--- config.mk ---
export PLATFORM = sky130hd
export DESIGN_NAME = best_fit_block_allocator_unit
export DESIGN_NICKNAME = d
export VERILOG_FILES = /design/src/hw/rtl/bfba_pkg.sv /design/src/hw/rtl/bfba_cell.sv /design/src/hw/rtl/best_fit_block_allocator_unit.sv
export SDC_FILE = /design/constraint.sdc
export NUM_CORES = 2
export LEC_CHECK = 0
export BUFFER_PORTS_ARGS = -buffer_cell sky130_fd_sc_hd__buf_4
export CAP_MARGIN = 10
export CORE_MARGIN = 1
export CORE_UTILIZATION = 60
export CTS_BUF_LIST = sky130_fd_sc_hd__clkbuf_16
export CTS_CLUSTER_SIZE = 8
export DETAILED_ROUTE_END_ITERATION = 10
export PLACE_DENSITY = 0.77
export SLEW_MARGIN = 10
export SYNTH_ARGS = -nofsm -noshare
export SYNTH_HDL_FRONTEND = slang
export SYNTH_HIERARCHICAL = 1
export SYNTH_SLANG_ARGS = --single-unit
--- constraint.sdc ---
create_clock -name i_clk -period 12.65 [get_ports i_clk]
set_input_delay 0.6325 -clock i_clk [delete_from_list [all_inputs] [get_ports i_clk]]
set_output_delay 0.6325 -clock i_clk [all_outputs]
set_load 0.05 [all_outputs]
--- src/hw/rtl/bfba_pkg.sv ---
// Shared types and constants for the best-fit block allocator.
// Used by bfba_cell and best_fit_block_allocator_unit; no dependencies.
package bfba_pkg;

    // Default configuration
    localparam int MAX_BLOCKS_DEF = 16;
    localparam int SIZE_BITS_DEF  = 16;

    // Fixed field widths of the transaction ports
    localparam int KIND_W   = 2;
    localparam int INSIZE_W = 16;
    localparam int STATUS_W = 2;
    localparam int OUTIDX_W = 4;
    localparam int LEFT_W   = 16;
    localparam int SUM_W    = 32;

    // Item kinds
    localparam logic [KIND_W-1:0] KIND_LOAD  = 2'd0;
    localparam logic [KIND_W-1:0] KIND_ALLOC = 2'd1;
    localparam logic [KIND_W-1:0] KIND_CLEAR = 2'd2;

    // Result status codes
    localparam logic [STATUS_W-1:0] ST_OK         = 2'd0;
    localparam logic [STATUS_W-1:0] ST_UNASSIGNED = 2'd1;
    localparam logic [STATUS_W-1:0] ST_FULL       = 2'd2;

    // Per-cell command strobes from the controller
    typedef struct packed {
        logic wr;     // load a new block size, mark it free
        logic mark;   // set the used mark
        logic clear;  // free the block
    } t_cell_ctl;

    // Control bits of the search token passed down the chain
    typedef struct packed {
        logic valid;  // token present in this stage
        logic found;  // some fitting block seen so far
    } t_tok;

endpackage

--- src/hw/rtl/bfba_cell.sv ---
// One allocator cell: holds one block size with its loaded and used marks,
// and refines the best-fit search token on its way down the chain. Uses bfba_pkg.
module bfba_cell #(
    parameter int SIZE_BITS = bfba_pkg::SIZE_BITS_DEF,
    parameter int IDX_W     = 4,
    parameter int CELL_IDX  = 0
) (
    input  logic                  i_clk,
    input  logic                  i_rst_n,
    input  bfba_pkg::t_cell_ctl   i_ctl,
    input  logic [SIZE_BITS-1:0]  i_wdata,
    input  logic [SIZE_BITS-1:0]  i_req,
    input  bfba_pkg::t_tok        i_tok,
    input  logic [SIZE_BITS-1:0]  i_tok_left,
    input  logic [IDX_W-1:0]      i_tok_idx,
    output bfba_pkg::t_tok        o_tok,
    output logic [SIZE_BITS-1:0]  o_tok_left,
    output logic [IDX_W-1:0]      o_tok_idx
);

    localparam logic [IDX_W-1:0] MY_IDX = IDX_W'(CELL_IDX);

    logic [SIZE_BITS-1:0] r_size;
    logic                 r_loaded;
    logic                 r_used;
    bfba_pkg::t_tok       r_tok;
    logic [SIZE_BITS-1:0] r_tok_left;
    logic [IDX_W-1:0]     r_tok_idx;

    logic                 fits;
    logic [SIZE_BITS-1:0] my_left;
    logic                 take;

    // Store the block size on load
    always_ff @(posedge i_clk) begin
        if (i_ctl.wr) begin
            r_size <= i_wdata;
        end
    end

    // Track loaded and used marks
    always_ff @(posedge i_clk) begin
        if (!i_rst_n) begin
            r_loaded <= 1'b0;
            r_used   <= 1'b0;
        end else begin
            if (i_ctl.wr) begin
                r_loaded <= 1'b1;
            end
            if (i_ctl.wr || i_ctl.clear) begin
                r_used <= 1'b0;
            end else if (i_ctl.mark) begin
                r_used <= 1'b1;
            end
        end
    end

    // Compare this block against the best candidate so far
    always_comb begin
        fits    = r_loaded && !r_used && (i_req <= r_size);
        my_left = r_size - i_req;
        take    = fits && (!i_tok.found || (my_left < i_tok_left));
    end

    // Advance the token to the next cell; earlier index wins on a tie
    always_ff @(posedge i_clk) begin
        if (!i_rst_n) begin
            r_tok <= '0;
        end else begin
            r_tok.valid <= i_tok.valid;
            r_tok.found <= i_tok.found || fits;
        end
    end

    always_ff @(posedge i_clk) begin
        r_tok_left <= take ? my_left : i_tok_left;
        r_tok_idx  <= take ? MY_IDX  : i_tok_idx;
    end

    assign o_tok      = r_tok;
    assign o_tok_left = r_tok_left;
    assign o_tok_idx  = r_tok_idx;

endmodule

--- src/hw/rtl/best_fit_block_allocator_unit.sv ---
// Best-fit block allocator top level: controller, running totals and the cell chain.
// Depends on bfba_pkg and bfba_cell.
//
// Usage:
//   Input channel (i_in_valid / o_in_stall) carries one transaction of kind and size.
//   Kind load appends a block size, kind allocate searches for the free block with
//   the smallest leftover (lowest index on a tie), kind clear frees every block and
//   zeroes both totals; the unused kind only reports the current totals.
//   Output channel (o_out_valid / i_out_stall) returns exactly one result per input:
//   status, block index, leftover and the saturating internal and external totals.
// Sequence of work:
//   Load, clear and the unused kind: the controller moves straight to its finish
//   state, from which the result is registered into the output register.
//   Allocate: a search token walks the chain of MAX_BLOCKS cells, one cell per
//   cycle; when it leaves the last cell the controller captures the result and
//   moves from scan to finish state, from which the result goes to the output register.
//   One transaction is in work at a time; the next one is taken once the result
//   has moved into the output register, which frees the input while it waits.
// Reset (synchronous, active low) empties the block table, frees all blocks and
//   zeroes both totals; the unit is ready in the first cycle after reset.
// When the receiver stalls, the result holds in the output register; a second
//   finished result waits in the controller until the register frees.
module best_fit_block_allocator_unit #(
    parameter int MAX_BLOCKS = bfba_pkg::MAX_BLOCKS_DEF,
    parameter int SIZE_BITS  = bfba_pkg::SIZE_BITS_DEF
) (
    input  logic                            i_clk,
    input  logic                            i_rst_n,
    input  logic                            i_in_valid,
    output logic                            o_in_stall,
    input  logic [bfba_pkg::KIND_W-1:0]     i_kind,
    input  logic [bfba_pkg::INSIZE_W-1:0]   i_size,
    output logic                            o_out_valid,
    input  logic                            i_out_stall,
    output logic [bfba_pkg::STATUS_W-1:0]   o_status,
    output logic [bfba_pkg::OUTIDX_W-1:0]   o_block_index,
    output logic [bfba_pkg::LEFT_W-1:0]     o_leftover,
    output logic [bfba_pkg::SUM_W-1:0]      o_internal_total,
    output logic [bfba_pkg::SUM_W-1:0]      o_external_total
);

    localparam int IDX_W = (MAX_BLOCKS > 1) ? $clog2(MAX_BLOCKS) : 1;
    localparam int CNT_W = $clog2(MAX_BLOCKS + 1);
    localparam logic [CNT_W-1:0] CNT_FULL = CNT_W'(MAX_BLOCKS);
    localparam int SUM_W = bfba_pkg::SUM_W;

    typedef enum logic [2:0] {
        S_IDLE = 3'b001,
        S_SCAN = 3'b010,
        S_FIN  = 3'b100
    } t_state;

    t_state r_state;
    logic [SIZE_BITS-1:0] r_req;
    logic [CNT_W-1:0]     r_count;
    logic [SUM_W-1:0]     r_int_sum;
    logic [SUM_W-1:0]     r_ext_sum;
    logic                 r_start;

    // Pending result waiting for the output register
    logic [bfba_pkg::STATUS_W-1:0] r_res_status;
    logic [IDX_W-1:0]              r_res_idx;
    logic [SIZE_BITS-1:0]          r_res_left;

    // Output register
    logic                          r_out_valid;
    logic [bfba_pkg::STATUS_W-1:0] r_out_status;
    logic [bfba_pkg::OUTIDX_W-1:0] r_out_index;
    logic [bfba_pkg::LEFT_W-1:0]   r_out_left;
    logic [SUM_W-1:0]              r_out_int;
    logic [SUM_W-1:0]              r_out_ext;

    // Token chain
    bfba_pkg::t_tok       tok      [MAX_BLOCKS+1];
    logic [SIZE_BITS-1:0] tok_left [MAX_BLOCKS+1];
    logic [IDX_W-1:0]     tok_idx  [MAX_BLOCKS+1];
    bfba_pkg::t_cell_ctl  cell_ctl [MAX_BLOCKS];
    logic [MAX_BLOCKS-1:0] mark_vec;

    logic                 in_acc;
    logic                 out_free;
    logic                 load_go;
    logic                 clear_go;
    logic                 scan_end;
    logic                 is_full;
    logic [31:0]          size_ext;
    logic [SIZE_BITS-1:0] req_in;
    logic [SUM_W:0]       int_add;
    logic [SUM_W:0]       ext_add;
    logic [31:0]          idx_ext;
    logic [31:0]          left_ext;

    // Decode the incoming transaction
    always_comb begin
        in_acc   = i_in_valid && (r_state == S_IDLE);
        out_free = !r_out_valid || !i_out_stall;
        size_ext = {16'd0, i_size};
        req_in   = size_ext[SIZE_BITS-1:0];
        is_full  = (r_count == CNT_FULL);
        load_go  = in_acc && (i_kind == bfba_pkg::KIND_LOAD) && !is_full;
        clear_go = in_acc && (i_kind == bfba_pkg::KIND_CLEAR);
        scan_end = tok[MAX_BLOCKS].valid;
        int_add  = {1'b0, r_int_sum} + (SUM_W + 1)'(tok_left[MAX_BLOCKS]);
        ext_add  = {1'b0, r_ext_sum} + (SUM_W + 1)'(r_req);
    end

    assign o_in_stall = (r_state != S_IDLE);

    // Launch the token and broadcast commands to the cells
    assign tok[0]      = '{valid: r_start, found: 1'b0};
    assign tok_left[0] = '0;
    assign tok_idx[0]  = '0;

    for (genvar g = 0; g < MAX_BLOCKS; g++) begin : g_cell
        assign mark_vec[g] = scan_end && tok[MAX_BLOCKS].found
                             && (tok_idx[MAX_BLOCKS] == IDX_W'(g));
        assign cell_ctl[g] = '{wr:    load_go && (r_count == CNT_W'(g)),
                               mark:  mark_vec[g],
                               clear: clear_go};

        bfba_cell #(
            .SIZE_BITS (SIZE_BITS),
            .IDX_W     (IDX_W),
            .CELL_IDX  (g)
        ) u_cell (
            .i_clk      (i_clk),
            .i_rst_n    (i_rst_n),
            .i_ctl      (cell_ctl[g]),
            .i_wdata    (req_in),
            .i_req      (r_req),
            .i_tok      (tok[g]),
            .i_tok_left (tok_left[g]),
            .i_tok_idx  (tok_idx[g]),
            .o_tok      (tok[g+1]),
            .o_tok_left (tok_left[g+1]),
            .o_tok_idx  (tok_idx[g+1])
        );
    end

    // Controller: state, block count, totals and start pulse
    always_ff @(posedge i_clk) begin
        if (!i_rst_n) begin
            r_state   <= S_IDLE;
            r_count   <= '0;
            r_int_sum <= '0;
            r_ext_sum <= '0;
            r_start   <= 1'b0;
        end else begin
            r_start <= 1'b0;
            unique case (r_state)
                S_IDLE: begin
                    if (in_acc) begin
                        if (i_kind == bfba_pkg::KIND_ALLOC) begin
                            r_start <= 1'b1;
                            r_state <= S_SCAN;
                        end else begin
                            r_state <= S_FIN;
                        end
                        if (load_go) begin
                            r_count <= r_count + CNT_W'(1);
                        end
                        if (clear_go) begin
                            r_int_sum <= '0;
                            r_ext_sum <= '0;
                        end
                    end
                end
                S_SCAN: begin
                    if (scan_end) begin
                        r_state <= S_FIN;
                        if (tok[MAX_BLOCKS].found) begin
                            r_int_sum <= int_add[SUM_W] ? '1 : int_add[SUM_W-1:0];
                        end else begin
                            r_ext_sum <= ext_add[SUM_W] ? '1 : ext_add[SUM_W-1:0];
                        end
                    end
                end
                S_FIN: begin
                    if (out_free) begin
                        r_state <= S_IDLE;
                    end
                end
                default: r_state <= S_IDLE;
            endcase
        end
    end

    // Capture the request and build the pending result
    always_ff @(posedge i_clk) begin
        if (in_acc) begin
            r_req        <= req_in;
            r_res_idx    <= '0;
            r_res_left   <= '0;
            r_res_status <= (i_kind == bfba_pkg::KIND_LOAD && is_full)
                            ? bfba_pkg::ST_FULL : bfba_pkg::ST_OK;
        end else if (r_state == S_SCAN && scan_end) begin
            if (tok[MAX_BLOCKS].found) begin
                r_res_status <= bfba_pkg::ST_OK;
                r_res_idx    <= tok_idx[MAX_BLOCKS];
                r_res_left   <= tok_left[MAX_BLOCKS];
            end else begin
                r_res_status <= bfba_pkg::ST_UNASSIGNED;
                r_res_idx    <= '0;
                r_res_left   <= '0;
            end
        end
    end

    // Output register: load when the pending result may move, drop on handoff
    always_comb begin
        idx_ext  = 32'(r_res_idx);
        left_ext = 32'(r_res_left);
    end

    always_ff @(posedge i_clk) begin
        if (!i_rst_n) begin
            r_out_valid <= 1'b0;
        end else if (r_state == S_FIN && out_free) begin
            r_out_valid <= 1'b1;
        end else if (!i_out_stall) begin
            r_out_valid <= 1'b0;
        end
    end

    always_ff @(posedge i_clk) begin
        if (r_state == S_FIN && out_free) begin
            r_out_status <= r_res_status;
            r_out_index  <= idx_ext[bfba_pkg::OUTIDX_W-1:0];
            r_out_left   <= left_ext[bfba_pkg::LEFT_W-1:0];
            r_out_int    <= r_int_sum;
            r_out_ext    <= r_ext_sum;
        end
    end

    assign o_out_valid      = r_out_valid;
    assign o_status         = r_out_status;
    assign o_block_index    = r_out_index;
    assign o_leftover       = r_out_left;
    assign o_internal_total = r_out_int;
    assign o_external_total = r_out_ext;

    // At most one block is marked used per search
    a_mark_onehot: assert property (@(posedge i_clk) disable iff (!i_rst_n)
        $onehot0(mark_vec))
        else $error("more than one cell marked used");

    // The search token only leaves the chain while scanning
    a_tok_in_scan: assert property (@(posedge i_clk) disable iff (!i_rst_n)
        tok[MAX_BLOCKS].valid |-> (r_state == S_SCAN))
        else $error("search token outside a scan");

    // The block count never passes the table depth
    a_count_range: assert property (@(posedge i_clk) disable iff (!i_rst_n)
        r_count <= CNT_FULL)
        else $error("block count beyond table depth");

    // An accepted transaction blocks the input on the following cycle
    a_one_in_work: assert property (@(posedge i_clk) disable iff (!i_rst_n)
        (i_in_valid && !o_in_stall) |=> o_in_stall)
        else $error("second transaction accepted while one is in work");

endmodule

==> key figures <==
Drt
  – Via count: approximately 38k
  – Number of optimization iterations in the first detailed-route pass: 6
  – Final wirelength: 135000 um
  – Detail Route Antenna Nets: 0
  – Routed vias/inst: roughly 6
  – # DRC: 0
  – Avg WL per Cell: 21.5 um
  – Number of DRC markers in iteration 0: ~3.4k

STA
  – Total negative slack: 0 ns
  – Number of pins exceeding their max-slew limit in the final report: 0
  – Final critical-path required period: around 5.4 ns
  – Clock skew after layout: approximately 0.034 ns
  – Pin slew with the least headroom to its limit: between 1 and 1.5 ns
  – Setup repair after global routing missed its margin: no
  – Number of hold violations in the final report: 0
  – Fmax: between 150 and 200 MHz
  – Count of endpoints failing setup in the final report: 0
  – Share of the clock period used by the worst path after layout: between 40% and 50%
  – Worst rel slew slack: about an eighth

Synthesis
  – Synthesized-area fraction occupied by and/or/nand/nor cells: 12.4%
  – Number of enable-type register cells in the synthesized netlist: 360
  – Post-synth top flop: sky130_fd_sc_hd__dfxtp_1
  – Synthesized instance count: about 5k
  – Share of synthesized cell area in full adder, half adder and majority cells: 14.1%
  – Count of warnings emitted by yosys: 6
  – Share of the synthesized area in compound gates (AO/OA/AOI/OAI): around 15%
  – Post-synthesis instance area: between 40000 and 50000 um2
  – Count of different cell masters after synthesis: roughly 120
  – Mapped Avg Cell Area: 10.1 um2
  – Combinational family with the most area after synthesis: compound AO/OA/AOI/OAI gates
  – Mux cell area share after synthesis: roughly 7.4%
  – Share of flip-flops with an asynchronous set or reset: 0%
  – Share of the yosys chip area belonging to registers: 40.9%
  – Post-Synth XOR/XNOR Area: under 10%
  – Number of synthesized register bits: about 840

Critical path
  – Chain of cells forming the critical path: inv_1 -> ha_1 -> nand3_1 -> a2111oi_0 -> nor3_2 -> mux2i_1 -> ha_1 -> a221oi_1 -> o21ai_0 -> a211oi_1 -> o21ai_0 -> a22oi_2 -> mux2_2
  – R2R depth: 13
  – Delay of the slowest cell on the worst path: approximately 1.2 ns
  – Data arrival, critical path: 5.98 ns
  – Origin of the worst setup path: r_req[10]
  – Critical-path top delay cell: sky130_fd_sc_hd__edfxtp_1
  – Worst setup EP type: register
  – Worst path bufs/invs: 1
  – Worst-path maximum fanout: 20
  – Critical R2R Launch: r_req[10]
  – Critical path depth: 13
  – Worst Path Class, Setup: register to register
  – Required time reported for the critical path endpoint: 13.23 ns
  – Largest delay contributor family on the critical path: compound AO/OA/AOI/OAI gates
  – Kind of launch point of the worst setup path: register

Clocking
  – Hold_buf cts: 0
  – CTS sink count: roughly 840
  – Buffer type at the clock tree root: sky130_fd_sc_hd__clkbuf_16
  – Clock network latency to the later pin of the worst-skew pair: just over 0.7 ns
  – Post_cts resized: 0
  – Number of buffers created by CTS: 115
  – Clock-pin slew of the registers on the worst-case setup and hold paths: 0.06 ns
  – TritonCTS clock tree: done
  – H-tree depth reported by CTS: 3
  – Clock tree buffer depth: 3
  – Setup Fix Bufs, Post-CTS: 0

Final layout
  – Share of post-route cells with drive strength above 1: 11.4%
  – Total number of nets in the final design: 5705
  – Fin util: 67.3%
  – Layout overhead on the synthesized area: 11.0%

Flow run
  – Number of violations of the max-capacitance limit: 0

Pwr
  – Max rail drop VDD: roughly 130 uV
  – Power density relative to cell area: roughly 130 nW/um2
  – Static leakage: 0.0250 uW

Placement
  – PortBufs: ~110
  – RePlAce Congestion: between 0.9 and 1
  – Half-perimeter wire length after placement: between 90000 and 100000 um

Die
  – Die width: just under 300 um
  – Die area: 84100 um2
  – Die Y-Extent: just under 300 um
  – Top-level port count: 110
  – Area inside the core boundary: 82100 um2
  – Initial Utilization: between 60% and 70%
  – Cell row count: 105

Status
  – Run status: finished, final reports clean

Min path
  – Worst Hold Depth: 3
  – Hold wc startpoint: i_in_valid
  – Worst hold path class: input pin to register

Global route
  – Initial antenna violation count: 12
  – GRT Resource Usage Total: a little under a third
  – Remaining Overflow, GRT: 0
  – Maximum number of pins on one net before global-route repair: between 80 and 90
  – Via count of the first global-routing pass: between 30k and 40k
  – Global-route wire length before repair: between 200000 and 250000 um
cells in the mapped netlist, types with 56 or more instances:
cell type	count	area, um2
sky130_fd_sc_hd__nand4_1	67	419
sky130_fd_sc_hd__a21oi_1	383	1920
sky130_fd_sc_hd__xnor2_1	116	1020
sky130_fd_sc_hd__o21a_1	86	646
sky130_fd_sc_hd__inv_1	602	2260
sky130_fd_sc_hd__xor2_1	114	998
sky130_fd_sc_hd__o21ai_1	57	285
sky130_fd_sc_hd__ha_1	533	6670
sky130_fd_sc_hd__mux2_4	175	2630
sky130_fd_sc_hd__dfxtp_1	478	9570
sky130_fd_sc_hd__nor2_1	255	957
sky130_fd_sc_hd__a21o_1	65	488
sky130_fd_sc_hd__nand3_1	102	510
sky130_fd_sc_hd__nand2b_1	56	350
sky130_fd_sc_hd__nand2_1	341	1280
sky130_fd_sc_hd__edfxtp_1	360	10800
sky130_fd_sc_hd__o21ai_0	166	831
worst min-delay path, cell delays in order:
cell                      delay [ns]
sky130_fd_sc_hd__buf_4          0.13
sky130_fd_sc_hd__a31oi_1        0.12
sky130_fd_sc_hd__nor3_1         0.05
final cells by class:
class	count	area, um2
Clock inverter	90	512
Antenna cell	1	2.50
Inverter	602	2260
Clock buffer	115	2880
Timing Repair Buffer	158	1220
Tap cell	1070	1340
Sequential cell	838	20400
Fill cell	6383	26900
Multi-Input combinational cell	3417	26600
placed cells by master (no fill, tap or decap), types with 20 or more instances in the layout:
cell type and instances:
sky130_fd_sc_hd__nor3_1 46, sky130_fd_sc_hd__a311oi_1 20, sky130_fd_sc_hd__or2_1 28, sky130_fd_sc_hd__a21oi_1 382, sky130_fd_sc_hd__o21ai_0 166, sky130_fd_sc_hd__xnor2_1 116, sky130_fd_sc_hd__nand2b_1 56, sky130_fd_sc_hd__a211oi_1 47
sky130_fd_sc_hd__nor2b_1 44, sky130_fd_sc_hd__edfxtp_1 360, sky130_fd_sc_hd__dfxtp_1 478, sky130_fd_sc_hd__inv_1 684, sky130_fd_sc_hd__conb_1 37, sky130_fd_sc_hd__nor4b_1 22, sky130_fd_sc_hd__ha_1 533, sky130_fd_sc_hd__nor2_1 255
sky130_fd_sc_hd__mux2_4 175, sky130_fd_sc_hd__nand4_1 67, sky130_fd_sc_hd__xor2_1 114, sky130_fd_sc_hd__a31oi_1 47, sky130_fd_sc_hd__mux2i_1 50, sky130_fd_sc_hd__a22o_1 28, sky130_fd_sc_hd__nand3_1 102, sky130_fd_sc_hd__nand3b_1 24
sky130_fd_sc_hd__nand2_1 341, sky130_fd_sc_hd__a21o_1 65, sky130_fd_sc_hd__o21a_1 86, sky130_fd_sc_hd__o21ai_1 57, sky130_fd_sc_hd__and2_1 39, sky130_fd_sc_hd__mux2_1 36, sky130_fd_sc_hd__buf_4 155, sky130_fd_sc_hd__and3_1 44
sky130_fd_sc_hd__clkbuf_16 115
through the flow:
| step | instance area (um2) | setup WS [ns] | total power [uW] | hold WS, ns | std cells |
|---|---|---|---|---|---|
| detailed placement | 51800 | 7.31 | 4240 | 0.398 | 6084 |
| global route | 55200 | 6.90 | 7330 | 0.276 | 6290 |
| CTS | 55200 | 7.30 | 7060 | 0.232 | 6289 |
| floorplan | 49900 | 7.16 | 3880 | 0.386 | 4955 |
| global placement | 51800 | 7.22 | 4200 | 0.391 | 6082 |
| finish | 55200 | 7.25 | 7040 | 0.271 | 6291 |
metal layers:
| layer | GRT usage (%) | part of all wire (%) | vias up | wire, um |
|---|---|---|---|---|
| met2 | 53.3 | 47 | 1457 | 63800 |
| li1 | - | - | 18000 | - |
| met4 | 12.1 | 3.9 | 4 | 5250 |
| met3 | 4.22 | 7.1 | 341 | 9610 |
| met1 | 41.4 | 42 | 18100 | 56500 |
| met5 | 0 | 0.013 | - | 18 |
sequential cells by signal (all words and copies together) (netlist names), 2 cells and up:
signal and flops:
o_external_total 32, r_res_left 16, g_cell.u_cell/r_loaded 16, r_state 3, r_int_sum 32, o_status 2
o_block_index 4, o_internal_total 32, o_leftover 16, r_ext_sum 32, g_cell.u_cell/r_size 256, g_cell.u_cell/r_used 16
r_count 5, g_cell.u_cell/o_tok_left 256, r_res_status 2, r_req 16, g_cell.u_cell/o_tok 32, g_cell.u_cell/o_tok_idx 64
r_res_idx 4
power breakdown:
group          internal [uW]  leakage, uW  switching, uW
Sequential              2910      0.00720           76.1
Combinational            486       0.0158            748
Clock                   1630      0.00193           1200
Total                   5020       0.0250           2020
final timing paths:
check | endpoint | slack [ns]
hold reg to reg | g_cell[6].u_cell/o_tok_idx[1] | 0.40
hold / removal | r_state[1] | 0.27
setup / recovery | g_cell[4].u_cell/o_tok_left[2] | 7.25
setup reg to reg | g_cell[4].u_cell/o_tok_left[2] | 7.25
cells by family (layout without fill, tap and decap cells):
family                   count (synthesis)  count (layout)
multiplexers                           274             274
buffers and inverters                  700             965
XOR/XNOR                               230             230
flip-flops                             838             838
adder cells (fa/ha/maj)                551             551
other                                    1              38
AND/OR/NAND/NOR                       1185            1185
AO/OA/AOI/OAI                         1140            1140
(Power assumes the default switching activity.)
